===== src/sv/trc_pkg.sv =====
// shared types, codes and constants of the tls response classifier
// no dependencies
package trc_pkg;

	typedef enum logic [2:0] {
		CLS_NOT_TLS = 3'd0,
		CLS_MAYBE   = 3'd1,
		CLS_SSL30   = 3'd2,
		CLS_TLS10   = 3'd3,
		CLS_TLS11   = 3'd4,
		CLS_TLS12   = 3'd5,
		CLS_TLS13   = 3'd6
	} class_t;

	typedef enum logic [1:0] {
		RSN_NOT_MATCHED = 2'd0,
		RSN_HTTPS       = 2'd1,
		RSN_MATCHED     = 2'd2,
		RSN_NO_RESPONSE = 2'd3
	} reason_t;

	typedef enum logic [1:0] {
		KIND_NONE      = 2'd0,
		KIND_HANDSHAKE = 2'd1,
		KIND_ALERT     = 2'd2
	} kind_t;

	localparam logic [3:0] POS_SAT = 4'd11;
	localparam logic [3:0] POS_B0  = 4'd0;
	localparam logic [3:0] POS_B1  = 4'd1;
	localparam logic [3:0] POS_B2  = 4'd2;
	localparam logic [3:0] POS_B5  = 4'd5;
	localparam logic [3:0] POS_B6  = 4'd6;
	localparam logic [3:0] POS_B9  = 4'd9;
	localparam logic [3:0] POS_B10 = 4'd10;

	localparam logic [3:0] POS_MIN_LEN3   = 4'd2;
	localparam logic [3:0] POS_MIN_LEN7   = 4'd6;
	localparam logic [3:0] POS_MIN_LEN11  = 4'd10;
	localparam logic [3:0] POS_HTTPS_FULL = 4'd4;
	localparam logic [3:0] POS_EXT_FULL   = 4'd5;

	localparam logic [7:0] REC_HANDSHAKE = 8'h16;
	localparam logic [7:0] REC_ALERT     = 8'h15;
	localparam logic [7:0] VER_MAJOR     = 8'h03;
	localparam logic [7:0] VER_MAX       = 8'h04;
	localparam logic [7:0] DESC_PROTVER  = 8'd70;

	localparam logic [31:0] HTTPS_PREFIX = 32'h4854_5450;
	localparam logic [7:0]  HTTPS_LAST   = 8'h53;
	localparam logic [39:0] EXT_PREFIX   = 40'h00_2b00_0203;
	localparam logic [7:0]  EXT_LAST     = 8'h04;

	// reply state as seen by the classifier, current byte already merged
	typedef struct packed {
		logic [3:0] idx;
		logic [7:0] h0;
		logic [7:0] h1;
		logic [7:0] h2;
		logic [7:0] h5;
		logic [7:0] h6;
		logic [7:0] h9;
		logic [7:0] h10;
		logic       https_seen;
		logic       ext_seen;
	} view_t;

	// packed so that class_code sits in the low bits
	typedef struct packed {
		logic [7:0] alert_desc;
		logic [7:0] alert_level;
		kind_t      record_kind;
		reason_t    reason_code;
		logic       success;
		class_t     class_code;
	} result_t;

	function automatic class_t version_class(input logic [7:0] v, input logic is13);
		class_t c;
		unique case (v)
			8'h00:   c = CLS_SSL30;
			8'h01:   c = CLS_TLS10;
			8'h02:   c = CLS_TLS11;
			8'h03:   c = is13 ? CLS_TLS13 : CLS_TLS12;
			default: c = CLS_NOT_TLS;
		endcase
		return c;
	endfunction

endpackage


===== src/sv/trc_state.sv =====
// per-reply state: position count, kept header bytes and pattern windows
// depends on trc_pkg
module trc_state (
	input  logic            clk,
	input  logic            arst_n,
	input  logic            step,
	input  logic            req_type,
	input  logic [7:0]      data_byte,
	input  logic            last_byte,
	output trc_pkg::view_t  view
);

	logic [3:0]  pos_q;
	logic [7:0]  h0_q, h1_q, h2_q, h5_q, h6_q, h9_q, h10_q;
	logic [31:0] https_win_q;
	logic [39:0] ext_win_q;
	logic        https_seen_q;
	logic        ext_seen_q;
	logic        https_hit;
	logic        ext_hit;
	logic        clear;

	assign https_hit = (pos_q >= trc_pkg::POS_HTTPS_FULL) &&
		(https_win_q == trc_pkg::HTTPS_PREFIX) && (data_byte == trc_pkg::HTTPS_LAST);
	assign ext_hit = (pos_q >= trc_pkg::POS_EXT_FULL) &&
		(ext_win_q == trc_pkg::EXT_PREFIX) && (data_byte == trc_pkg::EXT_LAST);
	assign clear = req_type || last_byte;

	always_comb begin
		view.idx        = pos_q;
		view.h0         = (pos_q == trc_pkg::POS_B0)  ? data_byte : h0_q;
		view.h1         = (pos_q == trc_pkg::POS_B1)  ? data_byte : h1_q;
		view.h2         = (pos_q == trc_pkg::POS_B2)  ? data_byte : h2_q;
		view.h5         = (pos_q == trc_pkg::POS_B5)  ? data_byte : h5_q;
		view.h6         = (pos_q == trc_pkg::POS_B6)  ? data_byte : h6_q;
		view.h9         = (pos_q == trc_pkg::POS_B9)  ? data_byte : h9_q;
		view.h10        = (pos_q == trc_pkg::POS_B10) ? data_byte : h10_q;
		view.https_seen = https_seen_q || https_hit;
		view.ext_seen   = ext_seen_q || ext_hit;
	end

	always_ff @(posedge clk or negedge arst_n) begin
		if (!arst_n) begin
			pos_q        <= '0;
			h0_q         <= '0;
			h1_q         <= '0;
			h2_q         <= '0;
			h5_q         <= '0;
			h6_q         <= '0;
			h9_q         <= '0;
			h10_q        <= '0;
			https_win_q  <= '0;
			ext_win_q    <= '0;
			https_seen_q <= 1'b0;
			ext_seen_q   <= 1'b0;
		end else if (step) begin
			if (clear) begin
				pos_q        <= '0;
				h0_q         <= '0;
				h1_q         <= '0;
				h2_q         <= '0;
				h5_q         <= '0;
				h6_q         <= '0;
				h9_q         <= '0;
				h10_q        <= '0;
				https_win_q  <= '0;
				ext_win_q    <= '0;
				https_seen_q <= 1'b0;
				ext_seen_q   <= 1'b0;
			end else begin
				if (pos_q < trc_pkg::POS_SAT) begin
					pos_q <= pos_q + 4'd1;
				end
				h0_q         <= view.h0;
				h1_q         <= view.h1;
				h2_q         <= view.h2;
				h5_q         <= view.h5;
				h6_q         <= view.h6;
				h9_q         <= view.h9;
				h10_q        <= view.h10;
				https_win_q  <= {https_win_q[23:0], data_byte};
				ext_win_q    <= {ext_win_q[31:0], data_byte};
				https_seen_q <= view.https_seen;
				ext_seen_q   <= view.ext_seen;
			end
		end
	end

endmodule


===== src/sv/trc_decide.sv =====
// ranks the reply and forms the result item
// depends on trc_pkg
module trc_decide (
	input  trc_pkg::view_t   view,
	input  logic             req_type,
	input  logic             tls13_probe,
	output trc_pkg::result_t result
);

	trc_pkg::class_t hs_cls;
	trc_pkg::class_t al_cls;
	logic            is_hs;
	logic            is_alert;

	assign hs_cls = trc_pkg::version_class(view.h10, tls13_probe && view.ext_seen);
	assign al_cls = trc_pkg::version_class(view.h2,
		!tls13_probe && (view.h6 == trc_pkg::DESC_PROTVER));
	assign is_hs = (view.h0 == trc_pkg::REC_HANDSHAKE) && (view.h1 == trc_pkg::VER_MAJOR) &&
		(view.h2 <= trc_pkg::VER_MAX) && (view.idx >= trc_pkg::POS_MIN_LEN11) &&
		(view.h9 == trc_pkg::VER_MAJOR);
	assign is_alert = (view.h0 == trc_pkg::REC_ALERT) && (view.h1 == trc_pkg::VER_MAJOR) &&
		(view.idx >= trc_pkg::POS_MIN_LEN7);

	always_comb begin
		result.class_code  = trc_pkg::CLS_NOT_TLS;
		result.success     = 1'b0;
		result.reason_code = trc_pkg::RSN_NOT_MATCHED;
		result.record_kind = trc_pkg::KIND_NONE;
		result.alert_level = '0;
		result.alert_desc  = '0;
		if (req_type) begin
			result.reason_code = trc_pkg::RSN_NO_RESPONSE;
		end else if (view.idx < trc_pkg::POS_MIN_LEN3) begin
			result.reason_code = trc_pkg::RSN_NOT_MATCHED;
		end else if (view.https_seen) begin
			result.class_code  = trc_pkg::CLS_MAYBE;
			result.success     = 1'b1;
			result.reason_code = trc_pkg::RSN_HTTPS;
		end else if (is_hs) begin
			if (hs_cls != trc_pkg::CLS_NOT_TLS) begin
				result.class_code  = hs_cls;
				result.success     = 1'b1;
				result.reason_code = trc_pkg::RSN_MATCHED;
				result.record_kind = trc_pkg::KIND_HANDSHAKE;
			end
		end else if (is_alert) begin
			if (al_cls != trc_pkg::CLS_NOT_TLS) begin
				result.class_code  = al_cls;
				result.success     = 1'b1;
				result.reason_code = trc_pkg::RSN_MATCHED;
				result.record_kind = trc_pkg::KIND_ALERT;
				result.alert_level = view.h5;
				result.alert_desc  = view.h6;
			end
		end
	end

endmodule


===== src/sv/tls_response_classifier.sv =====
// The byte that ends a reply, or a timeout, passes through the input register and then
// loads the result register, from which the master side takes the result.
// Throughput: one byte per cycle; a byte that ends a reply waits in the input
// register only while the result register is full and not taken.
// Reset: arst_n clears the reply state, tls13_probe and both valid flags at once.
// depends on trc_pkg, trc_state, trc_decide
module tls_response_classifier (
	input  logic        clk,
	input  logic        arst_n,
	input  logic        cfg_we,
	input  logic        cfg_wdata,      // tls13_probe
	input  logic        s_axis_tvalid,
	output logic        s_axis_tready,
	input  logic [7:0]  s_axis_tdata,   // data_byte
	input  logic        s_axis_tuser,   // req_type
	input  logic        s_axis_tlast,   // last_byte
	output logic        m_axis_tvalid,
	input  logic        m_axis_tready,
	output logic [23:0] m_axis_tdata    // class_code, success, reason_code, record_kind,
	                                    // alert_level, alert_desc
);

	logic             probe_q;
	logic             valid_s1;
	logic [7:0]       byte_s1;
	logic             req_s1;
	logic             last_s1;
	logic             out_valid_q;
	trc_pkg::result_t result_q;
	trc_pkg::result_t result;
	trc_pkg::view_t   view;
	logic             emits;
	logic             advance;
	logic             step;

	assign emits   = req_s1 || last_s1;
	assign advance = !valid_s1 || !emits || !out_valid_q || m_axis_tready;
	assign step    = valid_s1 && advance;

	assign s_axis_tready = advance;
	assign m_axis_tvalid = out_valid_q;
	assign m_axis_tdata  = result_q;

	trc_state u_state (
		.clk       (clk),
		.arst_n    (arst_n),
		.step      (step),
		.req_type  (req_s1),
		.data_byte (byte_s1),
		.last_byte (last_s1),
		.view      (view)
	);

	trc_decide u_decide (
		.view        (view),
		.req_type    (req_s1),
		.tls13_probe (probe_q),
		.result      (result)
	);

	always_ff @(posedge clk or negedge arst_n) begin
		if (!arst_n) begin
			probe_q <= 1'b0;
		end else if (cfg_we) begin
			probe_q <= cfg_wdata;
		end
	end

	// input register
	always_ff @(posedge clk or negedge arst_n) begin
		if (!arst_n) begin
			valid_s1 <= 1'b0;
		end else if (advance) begin
			valid_s1 <= s_axis_tvalid;
		end
	end

	always_ff @(posedge clk) begin
		if (advance && s_axis_tvalid) begin
			byte_s1 <= s_axis_tdata;
			req_s1  <= s_axis_tuser;
			last_s1 <= s_axis_tlast;
		end
	end

	// result register
	always_ff @(posedge clk or negedge arst_n) begin
		if (!arst_n) begin
			out_valid_q <= 1'b0;
		end else if (step && emits) begin
			out_valid_q <= 1'b1;
		end else if (m_axis_tready) begin
			out_valid_q <= 1'b0;
		end
	end

	always_ff @(posedge clk) begin
		if (step && emits) begin
			result_q <= result;
		end
	end

endmodule


===== config.mk =====
export PLATFORM = sky130hd
export DESIGN_NAME = tls_response_classifier
export DESIGN_NICKNAME = d
export VERILOG_FILES = /design/src/sv/trc_pkg.sv /design/src/sv/trc_state.sv /design/src/sv/trc_decide.sv /design/src/sv/tls_response_classifier.sv
export SDC_FILE = /design/constraint.sdc
export NUM_CORES = 1
export LEC_CHECK = 0
export BUFFER_PORTS_ARGS = -buffer_cell sky130_fd_sc_hd__buf_4
export CAP_MARGIN = 20
export CORE_MARGIN = 4
export CORE_UTILIZATION = 45
export CTS_CLUSTER_SIZE = 30
export DETAILED_ROUTE_END_ITERATION = 7
export PLACE_DENSITY = 0.66
export SLEW_MARGIN = 5
export SYNTH_ARGS = -nofsm -noshare
export SYNTH_HDL_FRONTEND = slang
export SYNTH_SLANG_ARGS = --single-unit

===== constraint.sdc =====
create_clock -name clk -period 6.05 [get_ports clk]
set_input_delay 0.3025 -clock clk [delete_from_list [all_inputs] [get_ports clk]]
set_output_delay 0.3025 -clock clk [all_outputs]
set_load 0.02 [all_outputs]

==> flow_summary_export.csv <==
group,metric,value,unit
global_route,grt_pass1_wl,22320,um
floorplanning,die-area,15270,um2
clock_tree,clkLatencyLatePin,0.42,ns
synthesis,synth-adder-area-share,0.8326,%
floorplanning,die_h,123.6,um
global_route,grt_usage,19.30,%
worst_hold_path,hold_class,"input pin to flop",
clock_tree,cts_buffers,17,
critical_path,criticalPathCategory,"flop to flop",
clock_tree,cts_tree,"yes",
cells_and_area,postLayoutCoreUtil,55.64,%
sta,fin_crit,3.052,ns
placed_design,place_hpwl,8855,um
power_and_ir_drop,p_switching,541.4,uW
sta,fin_crit_sh,50.44,%
sta,hold_viol,0,
route,viasPerCell,5.973,
synthesis,synth_top_family_by_area,"compound AO/OA/AOI/OAI gates",
synthesis,yosysTopAreaCell,"dfrtp_1",
critical_path,worst_ep_arrival_time,3.21,ns
synthesis,synth_warnings,0,
placed_design,placed_area,6426,um2
worst_hold_path,hp-start,"s_axis_tuser",
sta,worst_pin_slew,0.7824,ns
synthesis,syn_avg_cell_area,12.50,um2
critical_path,crit_required,6.21,ns
synthesis,yosysMostFrequentCell,"dfrtp_1",
clock_tree,clock_sinks,139,
cells_and_area,n_antenna_cell,0,
placed_design,gp_congestion,0.8739,
worst_hold_path,min_path_cells,1,
clock_tree,clock_tree.root_cell,"clkbuf_16",
sta,fmax,0.3277,GHz
synthesis,synth_mux_area_share,3.102,%
synthesis,ys_top_cells_by_count,"105 x dfrtp_1, 96 x a22o_1, 34 x edfxtp_1",
clock_tree,clk_pin_slew,0.06,ns
sta,fin_skew,0.007750,ns
power_and_ir_drop,internal-power,1.837,mW
critical_path,reg2regPathDepth,6,
synthesis,ys_ff_latch,139,
power_and_ir_drop,clkPwrFrac,48.8,%
job,maxCapViolCount,0,
synthesis,synth_ff_type,"dfrtp_1",
synthesis,synth_area,6011,um2
clock_tree,cts_buffer_depth,2,
synthesis,yosysSeqAreaShare,60.70,%
route,drc,0,
clock_tree,post_cts_resized,0,
floorplanning,rows,41,
power_and_ir_drop,switching_share,22.77,%
critical_path,crit_fanout,17,
floorplanning,core_area,12820,um2
cells_and_area,area_delta_synth_final,18.71,%
sta,final-setup-viol-count,0,
synthesis,synth_xor_area_share,0,%
placed_design,dp.cells,665,
synthesis,synth_top_area_share,43.71,%
global_route,antenna_found_initial,0,
cells_and_area,drive_above_1_share,18.98,%
global_route,grt_pass1_vias,4071,
worst_hold_path,holdPathEnd,"req_s1",
critical_path,setup.worst_path.end_class,"flop",
power_and_ir_drop,cellPowerDensity,333.3,nW/um2
synthesis,synth.net_count,501,
global_route,grt_max_degree,88,
critical_path,timing.rr.end,"m_axis_tdata[17]",
floorplanning,io_pins,42,
synthesis,yosys-top-cells-area,"dfrtp_1 44%, edfxtp_1 17%, a22o_1 14%, mux2i_1 2.2%, nand2_1 1.9%",
route,antenna_left,0,
global_route,grt_overflow,0,
critical_path,r2r_setup_slack,3.00,ns
cells_and_area,nets,534,
synthesis,synth-edff-count,34,
power_and_ir_drop,power_frac_comb,7.2,%
route,drt_iter0_markers,433,
cells_and_area,final_area,7136,um2
synthesis,async_flop_share,75.54,%
route,firstDrtPassIters,5,
cells_and_area,instances_no_fill,699,
cells_and_area,nFillCells,1075,
critical_path,cp-start-kind,"flop",
route,wl_per_cell,19.82,um
floorplanning,initial_core_util,46.87,%
sta,rsz0062_at_grt,"no",
synthesis,yosys.area_share.simple,14.49,%
synthesis,ys_types,50,
route,drt-total-wl,13850,um
synthesis,synthCells,481,
sta,relSlewSlack,47.84,%
clock_tree,cts_max_level,4,
power_and_ir_drop,p_leak,3.074,nW
synthesis,synth_compound_gate_area_share,18.23,%
power_and_ir_drop,seqPwrFrac,44.0,%
route,vias,4175,
floorplanning,die_w,123.6,um
critical_path,r2r-start,"byte_s1[5]",
sta,drv_slew,0,
placed_design,portBuffers,41,
power_and_ir_drop,ir_drop,0.0001888,V
sta,fin_setup_tns,0,ns
status,status,"finished clean",
==> cell families (layout without fill, tap and decap cells) <==
group | count (synthesis) | after routing
and+or+nand+nor | 146 | 146
DFF | 139 | 139
AOI/OAI and AO/OA | 137 | 137
buffers and inverters | 37 | 83
muxes | 18 | 18
adders and majority gates | 4 | 4
==> worst max-delay path, stage by stage (launching register included) <==
cell and delay (ns):
edfxtp_1 0.62, nor3_1 0.61, nand4_1 0.32, nor4_1 0.52, a21oi_1 0.31, nand3b_4 0.32
a21oi_1 0.08
==> power by group through the flow <==
stage / logic (mW) / clock network [mW] / registers, mW
3_5_place_dp: 0.170 / 0 / 1.06
6_report: 0.171 / 1.16 / 1.05
2_1_floorplan: 0.105 / 0 / 1.05
3_3_place_gp: 0.168 / 0 / 1.06
5_1_grt: 0.189 / 1.22 / 1.05
4_1_cts: 0.170 / 1.18 / 1.05
==> cells in the final DEF (no fill, tap or decap), types with 7 or more instances in the layout <==
cell,netlist,routed
dfrtp_1,105,105
a22o_1,96,96
buf_4,0,46
edfxtp_1,34,34
nand2_1,30,30
nor2_1,19,19
clkbuf_16,0,19
a21oi_1,14,14
mux2i_1,13,13
nand4_1,13,13
nor3_1,9,9
nand3_1,9,9
nor4_1,8,8
nor2_2,8,8
o21ai_0,7,7
nand2b_1,7,7
==> worst max path at each step <==
stage                           startpoint                to  slack (ns)  depth (start not counted)
after global placement          byte_s1[5]  m_axis_tdata[21]        3.07                          6
final                           byte_s1[5]  m_axis_tdata[17]        3.00                          6
after CTS                       byte_s1[5]  m_axis_tdata[17]        2.95                          6
after floorplan           u_state.pos_q[0]  m_axis_tdata[23]        3.62                         10
after global routing            byte_s1[5]  m_axis_tdata[18]        2.80                          6
after detailed placement        byte_s1[5]  m_axis_tdata[17]        2.99                          6
==> registers in the layout, summed over array words and instances (netlist names), 4 cells and up <==
signal,cells
u_state.h10_q,8
byte_s1,8
u_state.h2_q,8
m_axis_tdata,24
u_state.ext_win_q,40
u_state.h6_q,8
u_state.h9_q,8
u_state.pos_q,4
u_state.h0_q,8
u_state.h1_q,8
u_state.h5_q,8
==> cell type report <==
cell class / count / area [um2] / area share (%)
repair buffers: 48 / 382.9 / 5.366
clock buffers: 22 / 516.7 / 7.242
flip-flops and latches: 139 / 3649 / 51.13
inverters: 3 / 11.26 / 0.1578
clock inverters: 10 / 155.1 / 2.174
well taps: 172 / 215.2 / 3.016
multi-input cells: 305 / 2206 / 30.91
==> timing repair <==
action | in CTS | in global routing
buffers inserted | 0 | 0
endpoints found under the hold margin | 18 | 0
hold buffers | 1 | 0
==> stage by stage <==
| step | total power [mW] | setup WS [ns] | hold WS, ns |
|---|---|---|---|
| floorplan | 1.154 | 3.625 | 0.006909 |
| global placement | 1.229 | 3.065 | 0.1813 |
| detailed placement | 1.232 | 2.988 | 0.1836 |
| CTS | 2.394 | 2.947 | 0.03933 |
| global route | 2.459 | 2.803 | 0.04121 |
| finish | 2.378 | 2.998 | 0.05824 |
==> layer usage <==
metal | global-route usage (%) | vias up | part of all wire, %
met5 | 0 | - | 0
met1 | 27.55 | 2106 | 47
met3 | 5.132 | 24 | 4.8
li1 | - | 1920 | -
met2 | 27.96 | 125 | 46
met4 | 8.235 | 0 | 2.4
Note: power is estimated with default switching activity, not from simulation.
